<file path="config.mk">
export PLATFORM = sky130hd
export DESIGN_NAME = reciprocal_frequency_counter
export DESIGN_NICKNAME = d
export VERILOG_FILES = /design/src/hdl/rfc_pkg.sv /design/src/hdl/reciprocal_frequency_counter.sv /design/src/hdl/rfc_div.sv /design/src/hdl/rfc_bcd.sv
export VERILOG_INCLUDE_DIRS = /design/src /design/src/hdl
export SDC_FILE = /design/constraint.sdc
export NUM_CORES = 1
export LEC_CHECK = 0
export BUFFER_PORTS_ARGS = -buffer_cell sky130_fd_sc_hd__buf_2
export CAP_MARGIN = 20
export CORE_UTILIZATION = 54
export CTS_CLUSTER_SIZE = 24
export DETAILED_ROUTE_END_ITERATION = 8
export GPL_TIMING_DRIVEN = 1
export PLACE_DENSITY_LB_ADDON = 0.05
export SYNTH_ARGS = -nofsm -noshare
export SYNTH_HDL_FRONTEND = slang
export SYNTH_SLANG_ARGS = --single-unit
</file>
<file path="constraint.sdc">
create_clock -name clk -period 3.2 [get_ports clk]
set_input_delay 0.16 -clock clk [delete_from_list [all_inputs] [get_ports clk]]
set_output_delay 0.16 -clock clk [all_outputs]
set_load 0.1 [all_outputs]
</file>
<file path="src/hdl/reciprocal_frequency_counter_assert.svh">
// ----------------------------------------------------------------------------
// reciprocal frequency counter assertion macros
// ----------------------------------------------------------------------------
`ifndef RECIPROCAL_FREQUENCY_COUNTER_ASSERT_SVH
`define RECIPROCAL_FREQUENCY_COUNTER_ASSERT_SVH

// same-cycle implication, checked outside reset
`define RFC_ASSERT_NOW(lbl, clk, rst, ante, cons, msg) \
  lbl: assert property (@(posedge clk) disable iff (rst) (ante) |-> (cons)) else $error(msg);

// next-cycle implication, checked outside reset
`define RFC_ASSERT_NEXT(lbl, clk, rst, ante, cons, msg) \
  lbl: assert property (@(posedge clk) disable iff (rst) (ante) |=> (cons)) else $error(msg);

`endif

</file>
<file path="src/hdl/rfc_pkg.sv">
// ----------------------------------------------------------------------------
// rfc_pkg
// shared widths, constants and digit packing for the frequency counter
// ----------------------------------------------------------------------------
`default_nettype none

package rfc_pkg;

  localparam int CAPTURE_WIDTH = 16;
  localparam int REF_WIDTH     = 24;
  localparam int DIGIT_W       = 4;
  localparam int OUT_DIGITS    = 7;
  localparam int BCD_W         = OUT_DIGITS * DIGIT_W;
  localparam int TDATA_W       = ((BCD_W + 7) / 8) * 8;
  localparam int STEP_W        = $clog2(REF_WIDTH);

  localparam logic [REF_WIDTH-1:0] REF_RESET   = REF_WIDTH'(1000000);
  // largest value seven digits can show
  localparam logic [REF_WIDTH-1:0] DIGIT_LIMIT = REF_WIDTH'(9999999);
  localparam logic [STEP_W-1:0]    LAST_STEP   = STEP_W'(REF_WIDTH - 1);

  // bcd holds units in the low nibble; the word carries millions lowest
  function automatic logic [TDATA_W-1:0] pack_digits(input logic [BCD_W-1:0] bcd);
    logic [TDATA_W-1:0] w;
    w = '0;
    for (int j = 0; j < OUT_DIGITS; j++) begin
      w[DIGIT_W*(OUT_DIGITS-1-j) +: DIGIT_W] = bcd[DIGIT_W*j +: DIGIT_W];
    end
    return w;
  endfunction

  function automatic logic digits_ok(input logic [TDATA_W-1:0] w);
    logic ok;
    ok = 1'b1;
    for (int j = 0; j < OUT_DIGITS; j++) begin
      if (w[DIGIT_W*j +: DIGIT_W] > DIGIT_W'(9)) begin
        ok = 1'b0;
      end
    end
    return ok;
  endfunction

endpackage

`default_nettype wire

</file>
<file path="src/hdl/reciprocal_frequency_counter.sv">
// ----------------------------------------------------------------------------
// reciprocal_frequency_counter
// frequency from pairs of timer captures, as seven decimal digits
// ----------------------------------------------------------------------------
// usage:
//   s_axis carries one timer capture per word. captures pair up: the first
//   of a pair is stored, the second gives one result word on m_axis.
//   result = reference_count / (second - first mod 2^16), saturated to
//   9999999, as digits millions first in the low nibble of m_axis_tdata.
//   equal captures give all-zero digits and m_axis_tuser high.
//   cfg writes reference_count; cfg_ready is always high, write only idle.
// flow:
//   a second capture starts the bit-serial divider; its saturated quotient
//   then goes through the bcd converter and into the output register.
//   s_axis_tready is low meanwhile, so the next capture is not taken before
//   the result is loaded. equal captures skip the divider and converter
//   and go straight to the output register.
// reset:
//   reference_count returns to 1000000, the pair phase to the first edge.
// stall:
//   a finished result sits in the output register; the block takes the next
//   first capture meanwhile and holds a new result until the word is taken.
// ----------------------------------------------------------------------------
`default_nettype none

module reciprocal_frequency_counter
  import rfc_pkg::*;
(
  input  wire logic                     clk,
  input  wire logic                     rst,
  // capture_value [15:0]
  input  wire logic [CAPTURE_WIDTH-1:0] s_axis_tdata,
  input  wire logic                     s_axis_tvalid,
  output logic                          s_axis_tready,
  // millions, hundred_thousands, ten_thousands, thousands, hundreds, tens,
  // units digit, 4 bits each from bit 0, zero fill above
  output logic [TDATA_W-1:0]            m_axis_tdata,
  // zero_period [0]
  output logic                          m_axis_tuser,
  output logic                          m_axis_tvalid,
  input  wire logic                     m_axis_tready,
  input  wire logic [REF_WIDTH-1:0]     cfg_data,
  input  wire logic                     cfg_valid,
  output logic                          cfg_ready
);

  localparam logic [1:0] ST_IDLE = 2'd0;
  localparam logic [1:0] ST_DIV  = 2'd1;
  localparam logic [1:0] ST_BCD  = 2'd2;
  localparam logic [1:0] ST_OUT  = 2'd3;

  logic [1:0]               state;
  logic [REF_WIDTH-1:0]     reference_count;
  logic [CAPTURE_WIDTH-1:0] first_capture;
  logic                     second_edge_pending;
  logic                     res_zero;
  logic [CAPTURE_WIDTH-1:0] period;
  logic                     in_take;
  logic                     out_load;
  logic                     div_start;
  logic                     div_done;
  logic [REF_WIDTH-1:0]     quotient;
  logic [REF_WIDTH-1:0]     quot_sat;
  logic                     bcd_done;
  logic [BCD_W-1:0]         bcd;

  assign cfg_ready     = 1'b1;
  assign s_axis_tready = (state == ST_IDLE);
  assign in_take       = s_axis_tvalid && s_axis_tready;
  assign period        = s_axis_tdata - first_capture;
  assign div_start     = in_take && second_edge_pending && (period != '0);
  assign quot_sat      = (quotient > DIGIT_LIMIT) ? DIGIT_LIMIT : quotient;
  assign out_load      = (state == ST_OUT) && (!m_axis_tvalid || m_axis_tready);

  rfc_div u_div (
    .clk      (clk),
    .rst      (rst),
    .start    (div_start),
    .dividend (reference_count),
    .divisor  (period),
    .done     (div_done),
    .quotient (quotient)
  );

  rfc_bcd u_bcd (
    .clk   (clk),
    .rst   (rst),
    .start (div_done),
    .bin   (quot_sat),
    .done  (bcd_done),
    .bcd   (bcd)
  );

  always_ff @(posedge clk) begin
    if (rst) begin
      reference_count <= REF_RESET;
    end else if (cfg_valid && cfg_ready) begin
      reference_count <= cfg_data;
    end
  end

  always_ff @(posedge clk) begin
    if (rst) begin
      state               <= ST_IDLE;
      first_capture       <= '0;
      second_edge_pending <= 1'b0;
      res_zero            <= 1'b0;
    end else begin
      unique case (state)
        ST_IDLE: begin
          if (in_take) begin
            if (!second_edge_pending) begin
              first_capture       <= s_axis_tdata;
              second_edge_pending <= 1'b1;
            end else begin
              second_edge_pending <= 1'b0;
              res_zero            <= (period == '0);
              state               <= (period == '0) ? ST_OUT : ST_DIV;
            end
          end
        end
        ST_DIV: begin
          if (div_done) begin
            state <= ST_BCD;
          end
        end
        ST_BCD: begin
          if (bcd_done) begin
            state <= ST_OUT;
          end
        end
        ST_OUT: begin
          if (out_load) begin
            state <= ST_IDLE;
          end
        end
        default: state <= ST_IDLE;
      endcase
    end
  end

  always_ff @(posedge clk) begin
    if (rst) begin
      m_axis_tvalid <= 1'b0;
    end else if (out_load) begin
      m_axis_tvalid <= 1'b1;
    end else if (m_axis_tready) begin
      m_axis_tvalid <= 1'b0;
    end
  end

  always_ff @(posedge clk) begin
    if (out_load) begin
      m_axis_tdata <= res_zero ? '0 : pack_digits(bcd);
      m_axis_tuser <= res_zero;
    end
  end

`include "reciprocal_frequency_counter_assert.svh"

  `RFC_ASSERT_NOW(a_zero_digits, clk, rst, m_axis_tvalid && m_axis_tuser, m_axis_tdata == '0, "zero period word carries nonzero digits")
  `RFC_ASSERT_NOW(a_digits_dec, clk, rst, m_axis_tvalid, digits_ok(m_axis_tdata), "result digit above nine")
  `RFC_ASSERT_NEXT(a_pair_busy, clk, rst, in_take && second_edge_pending, !s_axis_tready && !second_edge_pending, "second capture did not start a result")
  `RFC_ASSERT_NOW(a_div_idle, clk, rst, div_done, state == ST_DIV, "divider finished outside divide phase")

endmodule

`default_nettype wire

</file>
<file path="src/hdl/rfc_div.sv">
// ----------------------------------------------------------------------------
// rfc_div
// restoring divider, one quotient bit per cycle
// ----------------------------------------------------------------------------
`default_nettype none

module rfc_div
  import rfc_pkg::*;
(
  input  wire logic                     clk,
  input  wire logic                     rst,
  input  wire logic                     start,
  input  wire logic [REF_WIDTH-1:0]     dividend,
  input  wire logic [CAPTURE_WIDTH-1:0] divisor,
  output logic                          done,
  output logic [REF_WIDTH-1:0]          quotient
);

  logic                      busy;
  logic [STEP_W-1:0]         step;
  logic [CAPTURE_WIDTH-1:0]  rem;
  logic [CAPTURE_WIDTH-1:0]  dvs;
  logic [REF_WIDTH-1:0]      qsh;
  logic [CAPTURE_WIDTH+1:0]  trial;
  logic                      fits;

  // shifted partial remainder minus divisor, borrow in the top bit
  always_comb begin
    trial = {1'b0, rem, qsh[REF_WIDTH-1]} - {2'b00, dvs};
    fits  = ~trial[CAPTURE_WIDTH+1];
  end

  always_ff @(posedge clk) begin
    if (rst) begin
      busy <= 1'b0;
      done <= 1'b0;
      step <= '0;
    end else begin
      done <= busy && (step == LAST_STEP);
      if (start) begin
        busy <= 1'b1;
        step <= '0;
      end else if (busy) begin
        step <= step + STEP_W'(1);
        if (step == LAST_STEP) begin
          busy <= 1'b0;
        end
      end
    end
  end

  always_ff @(posedge clk) begin
    if (start) begin
      rem <= '0;
      dvs <= divisor;
      qsh <= dividend;
    end else if (busy) begin
      rem <= fits ? trial[CAPTURE_WIDTH-1:0] : {rem[CAPTURE_WIDTH-2:0], qsh[REF_WIDTH-1]};
      qsh <= {qsh[REF_WIDTH-2:0], fits};
    end
  end

  assign quotient = qsh;

endmodule

`default_nettype wire

</file>
<file path="src/hdl/rfc_bcd.sv">
// ----------------------------------------------------------------------------
// rfc_bcd
// binary to bcd by shift and add-3, one binary bit per cycle
// ----------------------------------------------------------------------------
`default_nettype none

module rfc_bcd
  import rfc_pkg::*;
(
  input  wire logic                 clk,
  input  wire logic                 rst,
  input  wire logic                 start,
  input  wire logic [REF_WIDTH-1:0] bin,
  output logic                      done,
  output logic [BCD_W-1:0]          bcd
);

  logic                 busy;
  logic [STEP_W-1:0]    step;
  logic [REF_WIDTH-1:0] bsh;
  logic [BCD_W-1:0]     adj;

  always_comb begin
    for (int j = 0; j < OUT_DIGITS; j++) begin
      adj[DIGIT_W*j +: DIGIT_W] = (bcd[DIGIT_W*j +: DIGIT_W] >= DIGIT_W'(5))
                                  ? bcd[DIGIT_W*j +: DIGIT_W] + DIGIT_W'(3)
                                  : bcd[DIGIT_W*j +: DIGIT_W];
    end
  end

  always_ff @(posedge clk) begin
    if (rst) begin
      busy <= 1'b0;
      done <= 1'b0;
      step <= '0;
    end else begin
      done <= busy && (step == LAST_STEP);
      if (start) begin
        busy <= 1'b1;
        step <= '0;
      end else if (busy) begin
        step <= step + STEP_W'(1);
        if (step == LAST_STEP) begin
          busy <= 1'b0;
        end
      end
    end
  end

  // top digit bits that overflow are dropped, input is saturated upstream
  always_ff @(posedge clk) begin
    if (start) begin
      bcd <= '0;
      bsh <= bin;
    end else if (busy) begin
      bcd <= {adj[BCD_W-2:0], bsh[REF_WIDTH-1]};
      bsh <= {bsh[REF_WIDTH-2:0], 1'b0};
    end
  end

endmodule

`default_nettype wire

</file>
Word level (Yosys, flattened, before mapping):

Index checks and enable logic that the tools add are counted.

* register bits after elaboration: 200
* latch bits: 0
* RAM bits: 0
* bits in read-only memories: 0
* bits of input ports: 45
* output and inout port bits: 36
* logic and storage cells: 100
* memories: 0

* add/sub/neg operators: 11
* multipliers: 0
* div/mod/pow operators: 0
* order comparisons: 8
* equal/unequal tests: 10
* shift operators: 0
* multiplexer cells: 29
* bitwise operators: 2
* reduce and logical (&&, ||, !) cells: 20

Operators with widths (count)
* two-way mux 24 bit: 5
* >= comparator 4 x 3 -> 1 bit (second input constant): 7
* adder 4 x 2 -> 4 bit (second input constant): 6
* greater-than comparator 24 bit (second input constant): 1
* two-way mux 4 bit: 6
* subtractor 17 x 16 -> 18 bit: 1
* logical NOT 16 bit: 1
* two-way mux 16 bit: 1
* nonzero test 16 bit: 1
* subtractor 16 bit: 1
* two-way mux 2 bit: 6
* adder 5 x 1 -> 5 bit (second input constant): 2
* equality test 5 bit (second input constant): 2
* two-way mux 1 bit: 9
* inequality test 2 x 1 -> 1 bit (second input constant): 4
* one-hot mux 2 bit (4 select lines): 1
* logical AND 1 bit: 6
* AND reduction 3 bit: 2
* nonzero test 2 bit: 3
* AND reduction 5 bit: 1
* equality test 2 bit (second input constant): 2
* OR reduction 2 bit: 2
* adder 3 x 2 -> 3 bit (second input constant): 1
* two-way mux 3 bit: 1
* other kinds (7): 8

Logic depth before layout (Yosys ltp):

Gate-level depths: netlist (run 1).

* word-level depth: 6
* mapped depth: 14

Modules after synthesis:

Synthesis (run 1) repeated with hierarchy kept, for this count alone.

* cells, all modules: 1020
* area total of the unflattened synthesis: 10284.9 um^2

By module, submodules not included
* reciprocal_frequency_counter: times used 1, cells an instance 412, area an instance 3890.0 um^2, seq. area each 1771.7 um^2
* rfc_div: times used 1, cells an instance 316, area an instance 3403.3 um^2, seq. area each 1661.6 um^2
* rfc_bcd: times used 1, cells an instance 292, area an instance 2991.6 um^2, seq. area each 1421.4 um^2

Worst setup path after synthesis (run 1):

OpenSTA, ideal clock, no wires.

* kind: reg2reg
* start point: register first_capture[6]
* end point: register u_div.qsh[0], in the netlist u_div.quotient[0], enable pin
* library setup time: 365 ps
* arrival time: 3149 ps
* data required time: 2835 ps
* setup slack: -313 ps
* stages on the path, launching flop included: 13
* path buffers: 1
* period minus slack after synthesis: 3513 ps
* cells stage by stage: dfxtp_1 inv_1 ha_1 a211oi_2 o21bai_1 a221oi_2 and2b_1 xnor2_1 or4_4 nor4b_4 a21oi_2 buf_6 or2_1

* word-level cells in the longest chain between the ends: 4

Ends and longest elaborated chain
* start: declaration: RTL line reciprocal_frequency_counter.sv:54 `logic [CAPTURE_WIDTH-1:0] first_capture;`
* start signal: assignment: RTL line reciprocal_frequency_counter.sv:113 `first_capture <= s_axis_tdata;`
* subtractor 16 bit: RTL line reciprocal_frequency_counter.sv:70 `assign period = s_axis_tdata - first_capture;`
* via period[10]: RTL line reciprocal_frequency_counter.sv:57 `logic [CAPTURE_WIDTH-1:0] period;`
* nonzero test 16 bit: RTL line reciprocal_frequency_counter.sv:71 `assign div_start = in_take && second_edge_pending && (period != '0);`
* logical AND 1 bit: RTL line reciprocal_frequency_counter.sv:71
* nonzero test 2 bit (no source line)
* end signal: assignment: RTL line rfc_div.sv:56 `qsh <= dividend;`
* end signal: assignment: RTL line rfc_div.sv:59 `qsh <= {qsh[REF_WIDTH-2:0], fits};`
* end: declaration: RTL line rfc_div.sv:23 `logic [REF_WIDTH-1:0] qsh;`

The timed path passes the listed nets, and every way through them passes these cells.
A chain may end at the register's enable or synchronous reset.

Final worst setup path (run 1):

* start point: register first_capture[0]
* end point: register u_div.qsh[5], in the netlist u_div.quotient[5], data pin

* word-level cells in the longest chain between the ends: 4

Ends and longest elaborated chain
* subtractor 16 bit: RTL line reciprocal_frequency_counter.sv:70
* via period[4]: RTL line reciprocal_frequency_counter.sv:57
* nonzero test 16 bit: RTL line reciprocal_frequency_counter.sv:71
* logical AND 1 bit: RTL line reciprocal_frequency_counter.sv:71
* two-way mux 24 bit: RTL line rfc_div.sv:53 `if (start) begin`

The timed path passes the listed nets, and every way through them passes these cells.

==> impl_metrics.yaml, run 1 <==
sta:
  finalHoldViolCount: 0
  period_minus_slack_ps: 3290
  worst_slew_pin_slew_ps: 905
  slew_violations: 0
  maximum_frequency_from_static_timing_analysis_ghz: 0.304
  post-route-period-util: 1.03
  setup_viol: 79
  grt_setup_unrepaired: "true"
  fin_skew_ps: 8.16
  post-route-worst-setup-slack_ps: -91.4
  timing.max_slew.rel_slack: 0.397
grt:
  globalRouteTotalUtil: 0.215
  grt_antenna_before_repair: 0
  grt_first_pass_wirelength_mm: 32.3
  grt_max_degree: 53
  gr-total-overflow: 0
  vias_in_the_first_global_route: 6701
yosys:
  ys_types: 63
  synthesis.instances: 1012
  synth_enable_flop_cells: 93
  yosysWarningCount: 0
  synth_area_per_cell_sq_um: 9.86
  yosys.area.top_type: "sky130_fd_sc_hd__edfxtp_1"
  synth_top_area_share: 0.280
  netlist_area_sq_um: 9980
  post_synth_main_area_contributors: "sky130_fd_sc_hd__edfxtp_1 (28%), sky130_fd_sc_hd__dfxtp_1 (21%), sky130_fd_sc_hd__ha_1 (6.4%)"
  synthFlopType: "sky130_fd_sc_hd__dfxtp_1"
  postSynthRegisterBits: 196
  ys_async_sr_fraction: 0
  yosysSeqAreaShare: 0.487
worst_setup_path:
  cp_data_required_time_ps: 3390
  regToRegEndpoint: "u_div.quotient[5]$_DFFE_PP_"
  setup.reg_to_reg.worst_slack_ps: -90
  critical_path_maximum_fanout: 12
  worst-r2r-cell-count: 11
  timing.critical_path.arrival_ps: 3480
  crit_start: "first_capture[0]$_SDFFE_PP0P_"
  worstSetupEndpoint: "u_div.quotient[5]$_DFFE_PP_"
  crit_path_start_kind: "register"
  r2r_start: "first_capture[0]$_SDFFE_PP0P_"
  critical_path_class: "register to register"
  worstSetupEndpointType: "register"
pwr:
  ir_drop_mv: 0.487
  fin_total_pwr_mw: 7.94
  power_per_cell_area_nw_per_um2: 657
  p_leak_nw: 4.89
die:
  floorplan.die_area_sq_um: 19000
  dieWidth_um: 138
  chipHeight_um: 138
  core.rowCount: 49
  floorplan.io_pins: 81
  start_util: 0.553
  core_area_sq_um: 18000
placement:
  gpl.final_weighted_congestion: 0.854
  dp.final_hpwl_mm: 12.8
  port_buffers: 75
status:
  status: "complete, but fails checks"
  violations: "negative setup slack"
drt:
  drt_first_iter_violations: 460
  vias: 7291
  route.final.wire_length_mm: 20.0
  route.antenna.remaining_nets: 0
  drt_pass1_iterations: 4
  wire_per_inst_um: 14.4
  drc_violation_count_after_routing: 0
  routed_via_density: 5.26
cells_and_area:
  layout-drive-gt1-share: 0.203
  commonest_non_fill_non_tap_cells_in_the_layout: "sky130_fd_sc_hd__nor2_1 (134), sky130_fd_sc_hd__dfxtp_1 (101), sky130_fd_sc_hd__edfxtp_1 (93), sky130_fd_sc_hd__nand2_1 (82), sky130_fd_sc_hd__a21oi_1 (81)"
  utilization: 0.670
  filler_cell_count: 1485
  layout.nets: 1241
  diodes_inserted: 0
  layout-area-overhead-vs-synth_pct: 21.1
  mostFrequentLayoutCell: "sky130_fd_sc_hd__nor2_1"
cts:
  clock_path_buffers: 2
  worst_setup_hold_path_clk_slew_ps: 70
  cts_buffers: 17
  htree_depth: 4
  clk_latency_ps: 440
  tritoncts_num_sinks: 196
  cts_tree: "built"
  clk_root_buffer_cell: "sky130_fd_sc_hd__clkbuf_16"
worst_hold_path:
  min_delay_path_class: "input pin to register"
job:
  max_cap_violations: 0
## report_power, final
part	leakage [nW]	internal (mW)	switching [mW]	total (mW)
registers	1.71	2.94	0.211	3.15
clock network	0.294	1.13	1.06	2.19
logic	2.89	1.18	1.42	2.60
## cell families after synthesis
group	count (synthesis)	share of synthesized area
xor gates and xnor gates	41	0.0360
AOI/OAI and AO/OA	206	0.132
muxes	59	0.0709
DFF	196	0.487
adders and majority gates	53	0.0680
buffers and inverters	124	0.0523
other	2	0.000753
and+or+nand+nor	331	0.154
## synth_stat cells (10+ instances only)
library cell / count
sky130_fd_sc_hd__nor2_1: 139
sky130_fd_sc_hd__dfxtp_1: 103
sky130_fd_sc_hd__edfxtp_1: 93
sky130_fd_sc_hd__a21oi_1: 83
sky130_fd_sc_hd__nand2_1: 82
sky130_fd_sc_hd__inv_1: 75
sky130_fd_sc_hd__ha_1: 51
sky130_fd_sc_hd__o21ai_0: 43
sky130_fd_sc_hd__mux2i_1: 35
sky130_fd_sc_hd__clkbuf_1: 31
sky130_fd_sc_hd__nor2b_1: 28
sky130_fd_sc_hd__mux2_4: 23
sky130_fd_sc_hd__xnor2_1: 21
sky130_fd_sc_hd__nor3_1: 20
sky130_fd_sc_hd__xor2_1: 20
sky130_fd_sc_hd__nand3_1: 15
sky130_fd_sc_hd__a211oi_2: 11
sky130_fd_sc_hd__nand2b_1: 11
sky130_fd_sc_hd__o22ai_1: 11
sky130_fd_sc_hd__o21a_1: 10
## area by class of cell
class / count / area, sq um / area share
clock inverters: 15 / 184 / 0.0152
flip-flops and latches: 196 / 4860 / 0.402
clock buffers: 17 / 425 / 0.0352
repair buffers: 157 / 1210 / 0.100
well taps: 229 / 287 / 0.0237
inverters: 76 / 285 / 0.0236
multi-input cells: 695 / 4840 / 0.400
## what timing repair did
action                                  4_1_cts  5_1_grt
endpoints found under the setup margin       60       86
cloned                                        0        4
gates resized for setup                       4       30
buffers inserted                              0        5
hold endpoints to repair                     38        0
hold buffers                                 38        0
pin swaps                                     1        2
## how the worst min path moves through the flow
| stage | from | end | slack (ps) | cells after the start |
|---|---|---|---|---|
| 6_report | s_axis_tdata[15] | first_capture[15]$_SDFFE_PP0P_ | 20 | 3 |
| 2_1_floorplan | cfg_data[14] | reference_count[14]$_SDFFE_PP1P_ | 280 | 1 |
| 3_5_place_dp | cfg_data[14] | reference_count[14]$_SDFFE_PP1P_ | 370 | 2 |
| 3_3_place_gp | cfg_data[14] | reference_count[14]$_SDFFE_PP1P_ | 370 | 2 |
| 4_1_cts | s_axis_tdata[15] | first_capture[15]$_SDFFE_PP0P_ | 5 | 3 |
| 5_1_grt | s_axis_tdata[15] | first_capture[15]$_SDFFE_PP0P_ | 10 | 3 |
## sequential cells by signal (all words and copies together) (netlist names)
| name | flops |
|---|---|
| u_div.rem | 16 |
| u_div.dvs | 16 |
| u_div.quotient | 24 |
| u_bcd.busy | 1 |
| reference_count | 24 |
| u_bcd.step | 5 |
| second_edge_pending | 1 |
| state | 2 |
| u_bcd.bcd | 28 |
| m_axis_tvalid | 1 |
| res_zero | 1 |
| m_axis_tdata | 28 |
| u_div.done | 1 |
| u_div.busy | 1 |
| m_axis_tuser | 1 |
| first_capture | 16 |
| u_bcd.bsh | 24 |
| u_div.step | 5 |
| u_bcd.done | 1 |
## metal layers
layer	global-route usage	wire length, um	up-vias
li1	-	-	3762
met5	0	0	-
met1	0.301	9850	3391
met3	0.0376	643	18
met2	0.333	9180	120
met4	0.0761	288	0
## through the flow
stage                     setup slack, ps  std cells  instance area [sq um]  hold slack (ps)  TNS (ps)
after floorplan                      18.6       1015                  10100              282         0
after global placement              -77.4       1305                  10800              366     -1720
after detailed placement             -155       1305                  10800              370     -5060
after CTS                           -82.6       1375                  11800             4.98     -1670
after global routing                 -226       1385                  12100             13.1    -15300
final                               -91.4       1385                  12100             17.8     -3330
## worst max-delay path, stage by stage, from the launching register on
cell	delay [ps]
sky130_fd_sc_hd__dfxtp_2	340
sky130_fd_sc_hd__ha_4	160
sky130_fd_sc_hd__fa_2	380
sky130_fd_sc_hd__nand2b_4	180
sky130_fd_sc_hd__a211oi_4	270
sky130_fd_sc_hd__buf_6	150
sky130_fd_sc_hd__nor2_4	40
sky130_fd_sc_hd__or4_4	540
sky130_fd_sc_hd__nor4b_4	340
sky130_fd_sc_hd__a21oi_4	150
sky130_fd_sc_hd__buf_12	190
sky130_fd_sc_hd__mux2_4	300
Power figures use the tool's default switching activity.
==> inputs of run 2 (changes only) <==
--- a/config.mk
+++ b/config.mk
@@ -6,9 +6,11 @@
 export SDC_FILE = /design/constraint.sdc
 export NUM_CORES = 1
 export LEC_CHECK = 0
+export ABC_AREA = 1
 export BUFFER_PORTS_ARGS = -buffer_cell sky130_fd_sc_hd__buf_2
 export CAP_MARGIN = 20
-export CORE_UTILIZATION = 54
+export CORE_MARGIN = 8
+export CORE_UTILIZATION = 55
 export CTS_CLUSTER_SIZE = 24
 export DETAILED_ROUTE_END_ITERATION = 8
 export GPL_TIMING_DRIVEN = 1
==> constraint.sdc (replaced) <==
create_clock -name clk -period 2.7 [get_ports clk]
set_input_delay 0.135 -clock clk [delete_from_list [all_inputs] [get_ports clk]]
set_output_delay 0.135 -clock clk [all_outputs]
set_load 0.1 [all_outputs]
==> run 2 against run 1 <==
Net effect: total power rose by 23%; sequential cell count did not move; utilization fell by 0.76 points; the flow now finishes without violations; design area fell by 0.80%; sequential share of layout area rose by 0.31 points; register-to-register slack improved by 230 ps; maximum frequency rose by 28%; via count rose by 15%; hold slack got worse by 8.9 ps; global-route usage fell by 2.4 points; critical path depth rose by 4.
==> impl_metrics.yaml, run 2 <==
status:
  status: "finished clean"
drt:
  drt_first_iter_violations: 553
  dr_wl_met3_um: 979
  drt_pass1_iterations: 5
  route.final.wire_length_mm: 22.8
  wire_per_inst_um: 14.2
  met2WireLength_mm: 10.2
  route.antenna.remaining_nets: 0
  routed_via_density: 5.19
  top_layer: "met4"
  vias: 8358
  met1_length_mm: 11.5
  drc_violation_count_after_routing: 0
worst_setup_path:
  worstSetupEndpointType: "register"
  worst_path_max_delay_cell: "sky130_fd_sc_hd__fa_2"
  worst-r2r-cell-count: 15
  setup.reg_to_reg.worst_slack_ps: 140
  regToRegEndpoint: "u_div.quotient[2]$_DFFE_PP_"
  max_stage_delay_ps: 390
  r2r_start: "first_capture[0]$_SDFFE_PP0P_"
  timing.critical_path.arrival_ps: 2720
  worstSetupEndpoint: "u_div.quotient[2]$_DFFE_PP_"
  critical_path_class: "register to register"
  worst-path-stages: 15
  crit_path_start_kind: "register"
  largest_delay_contributor_family_on_the_critical_path: "simple AND/OR/NAND/NOR gates"
  cp_data_required_time_ps: 2860
  crit_start: "first_capture[0]$_SDFFE_PP0P_"
  critical_path_maximum_fanout: 6
  worst-path-buf-inv: 4
  timing.critical_path.cells: "ha_4 > fa_2 > inv_2 > nand3_1 > nand2_2 > buf_4 > nand2_1 > nand2_1 > xor2_2 > nor2_2 > nand3_2 > nand2_8 > buf_12 > nand2_8 > clkbuf_16"
cells_and_area:
  mostFrequentLayoutCell: "sky130_fd_sc_hd__nand2_1"
  finish.cell_count_without_fillers: 1610
  diodes_inserted: 0
  regArea_sq_um: 4860
  layout.nets: 1466
  multiInputGateArea_sq_um: 4480
  layout-drive-gt1-share: 0.151
  commonest_non_fill_non_tap_cells_in_the_layout: "sky130_fd_sc_hd__nand2_1 (247), sky130_fd_sc_hd__inv_1 (195), sky130_fd_sc_hd__nor2_1 (113), sky130_fd_sc_hd__o21ai_0 (110), sky130_fd_sc_hd__dfxtp_1 (102)"
  layout-area-overhead-vs-synth_pct: 17.9
  filler_cell_count: 1521
  layout_top_registers: "m_axis_tdata x28, u_bcd.bcd x28"
  utilization: 0.663
cts:
  clk_latency_ps: 440
  clk_root_buffer_cell: "sky130_fd_sc_hd__clkbuf_16"
  cts_buffers: 17
  clock_path_buffers: 2
  cts_tree: "built"
  worst_setup_hold_path_clk_slew_ps: 70
  htree_depth: 4
  tritoncts_num_sinks: 196
yosys:
  netlist_area_sq_um: 10200
  synth_top_area_share: 0.275
  synthesis.instances: 1251
  post_synth_main_area_contributors: "sky130_fd_sc_hd__edfxtp_1 (27%), sky130_fd_sc_hd__dfxtp_1 (20%), sky130_fd_sc_hd__nand2_1 (9.6%)"
  postSynthRegisterBits: 196
  yosys.area.top_type: "sky130_fd_sc_hd__edfxtp_1"
  yosysWarningCount: 0
  yosys.cell_count.top_type: "sky130_fd_sc_hd__nand2_1"
  synthFlopType: "sky130_fd_sc_hd__dfxtp_1"
  ys_types: 46
  synth_enable_flop_cells: 93
  ys_async_sr_fraction: 0
  synth_area_per_cell_sq_um: 8.13
  ys_top_cells_by_count: "sky130_fd_sc_hd__nand2_1 (259), sky130_fd_sc_hd__inv_1 (196), sky130_fd_sc_hd__nor2_1 (115)"
  yosysSeqAreaShare: 0.477
sta:
  post-route-period-util: 0.950
  fin_skew_ps: 12.4
  setup_total_negative_slack_ps: 0
  timing.max_slew.rel_slack: 0.520
  slew_violations: 0
  timing.hold.ws_ps: 8.87
  maximum_frequency_from_static_timing_analysis_ghz: 0.390
  worst_slew_pin_slew_ps: 720
  finalHoldViolCount: 0
  period_minus_slack_ps: 2560
  setup_viol: 0
job:
  max_cap_violations: 0
die:
  dieWidth_um: 152
  core.rowCount: 49
  floorplan.io_pins: 81
  floorplan.die_area_sq_um: 23100
  chipHeight_um: 152
  core_area_sq_um: 18100
  start_util: 0.562
grt:
  globalRouteTotalUtil: 0.191
  gr-total-overflow: 0
  grt_max_degree: 59
  grt_first_pass_wirelength_mm: 37.2
  vias_in_the_first_global_route: 7714
  grt_antenna_before_repair: 0
placement:
  dp_cells: 1536
  gpl.final_weighted_congestion: 0.846
  dp.final_hpwl_mm: 15.3
  port_buffers: 75
pwr:
  power_per_cell_area_nw_per_um2: 812
  ir_drop_mv: 0.481
  p_leak_nw: 5.46
worst_hold_path:
  min_delay_path_class: "input pin to register"
-- run 2: logic make-up after synthesis --
kind of cell    count (synthesis)  synth area share
compound gates                257             0.144
buf+inv                       244            0.0960
xor+xnor                       21            0.0181
flops                         196             0.477
simple gates                  478             0.197
fa+ha+maj                      53            0.0667
other cells                     2          0.000738
-- run 2: cell type report --
class | instances | share of cell area
Clock buffer | 20 | 0.0364
Clock inverter | 12 | 0.00981
Inverter | 201 | 0.0651
Multi-Input combinational cell | 814 | 0.374
Sequential cell | 196 | 0.405
Tap cell | 229 | 0.0239
Timing Repair Buffer | 136 | 0.0836
Timing Repair inverter | 2 | 0.00261
-- run 2: per-stage QoR --
step	cell area, sq um	power [mW]	worst slack (ps)
floorplan	10200	6.31	9.61
global placement	10800	7.00	20.2
detailed placement	10800	7.04	-52.7
CTS	11600	9.50	52.2
global route	12000	10.4	-11.6
finish	12000	9.73	136
-- run 2: per-layer routing --
layer  vias up  track usage
met4         0       0.0476
met1      3837        0.268
met2       181        0.294
li1       4327            -
met3        13       0.0400
met5         -            0
-- run 2: worst min-delay path by stage --
stage	startpoint	end	slack (ps)	cells after the start
4_1_cts	s_axis_tdata[14]	first_capture[14]$_SDFFE_PP0P_	3	3
6_report	s_axis_tdata[3]	first_capture[3]$_SDFFE_PP0P_	9	3
5_1_grt	s_axis_tdata[6]	first_capture[6]$_SDFFE_PP0P_	10	3
2_1_floorplan	cfg_data[14]	reference_count[14]$_SDFFE_PP1P_	260	2
3_5_place_dp	cfg_data[9]	reference_count[9]$_SDFFE_PP1P_	350	3
3_3_place_gp	cfg_data[9]	reference_count[9]$_SDFFE_PP1P_	350	3
-- run 2: where the power goes --
| group | internal (mW) | switching, mW | leakage (nW) |
|---|---|---|---|
| Clock | 1.22 | 1.21 | 0.266 |
| Sequential | 3.60 | 0.243 | 1.70 |
| Combinational | 1.26 | 2.20 | 3.49 |
| Total | 6.08 | 3.65 | 5.46 |
-- run 2: repair_timing --
| action | CTS | global route |
|---|---|---|
| gates cloned | 0 | 5 |
| hold buffers | 29 | 0 |
| endpoints found under the hold margin | 34 | 0 |
| endpoints found under the setup margin | 33 | 87 |
| pin swaps | 0 | 8 |
| resized for setup | 1 | 46 |
| buffers inserted | 0 | 9 |
-- run 2: worst reg2reg max path: cells and delay by family (launching register included) --
kind	cells	cell delay (ps)
buffers and inverters	4	500
AND/OR/NAND/NOR	8	730
XOR/XNOR	1	170
adder cells (fa/ha/maj)	2	550
flip-flops	1	340
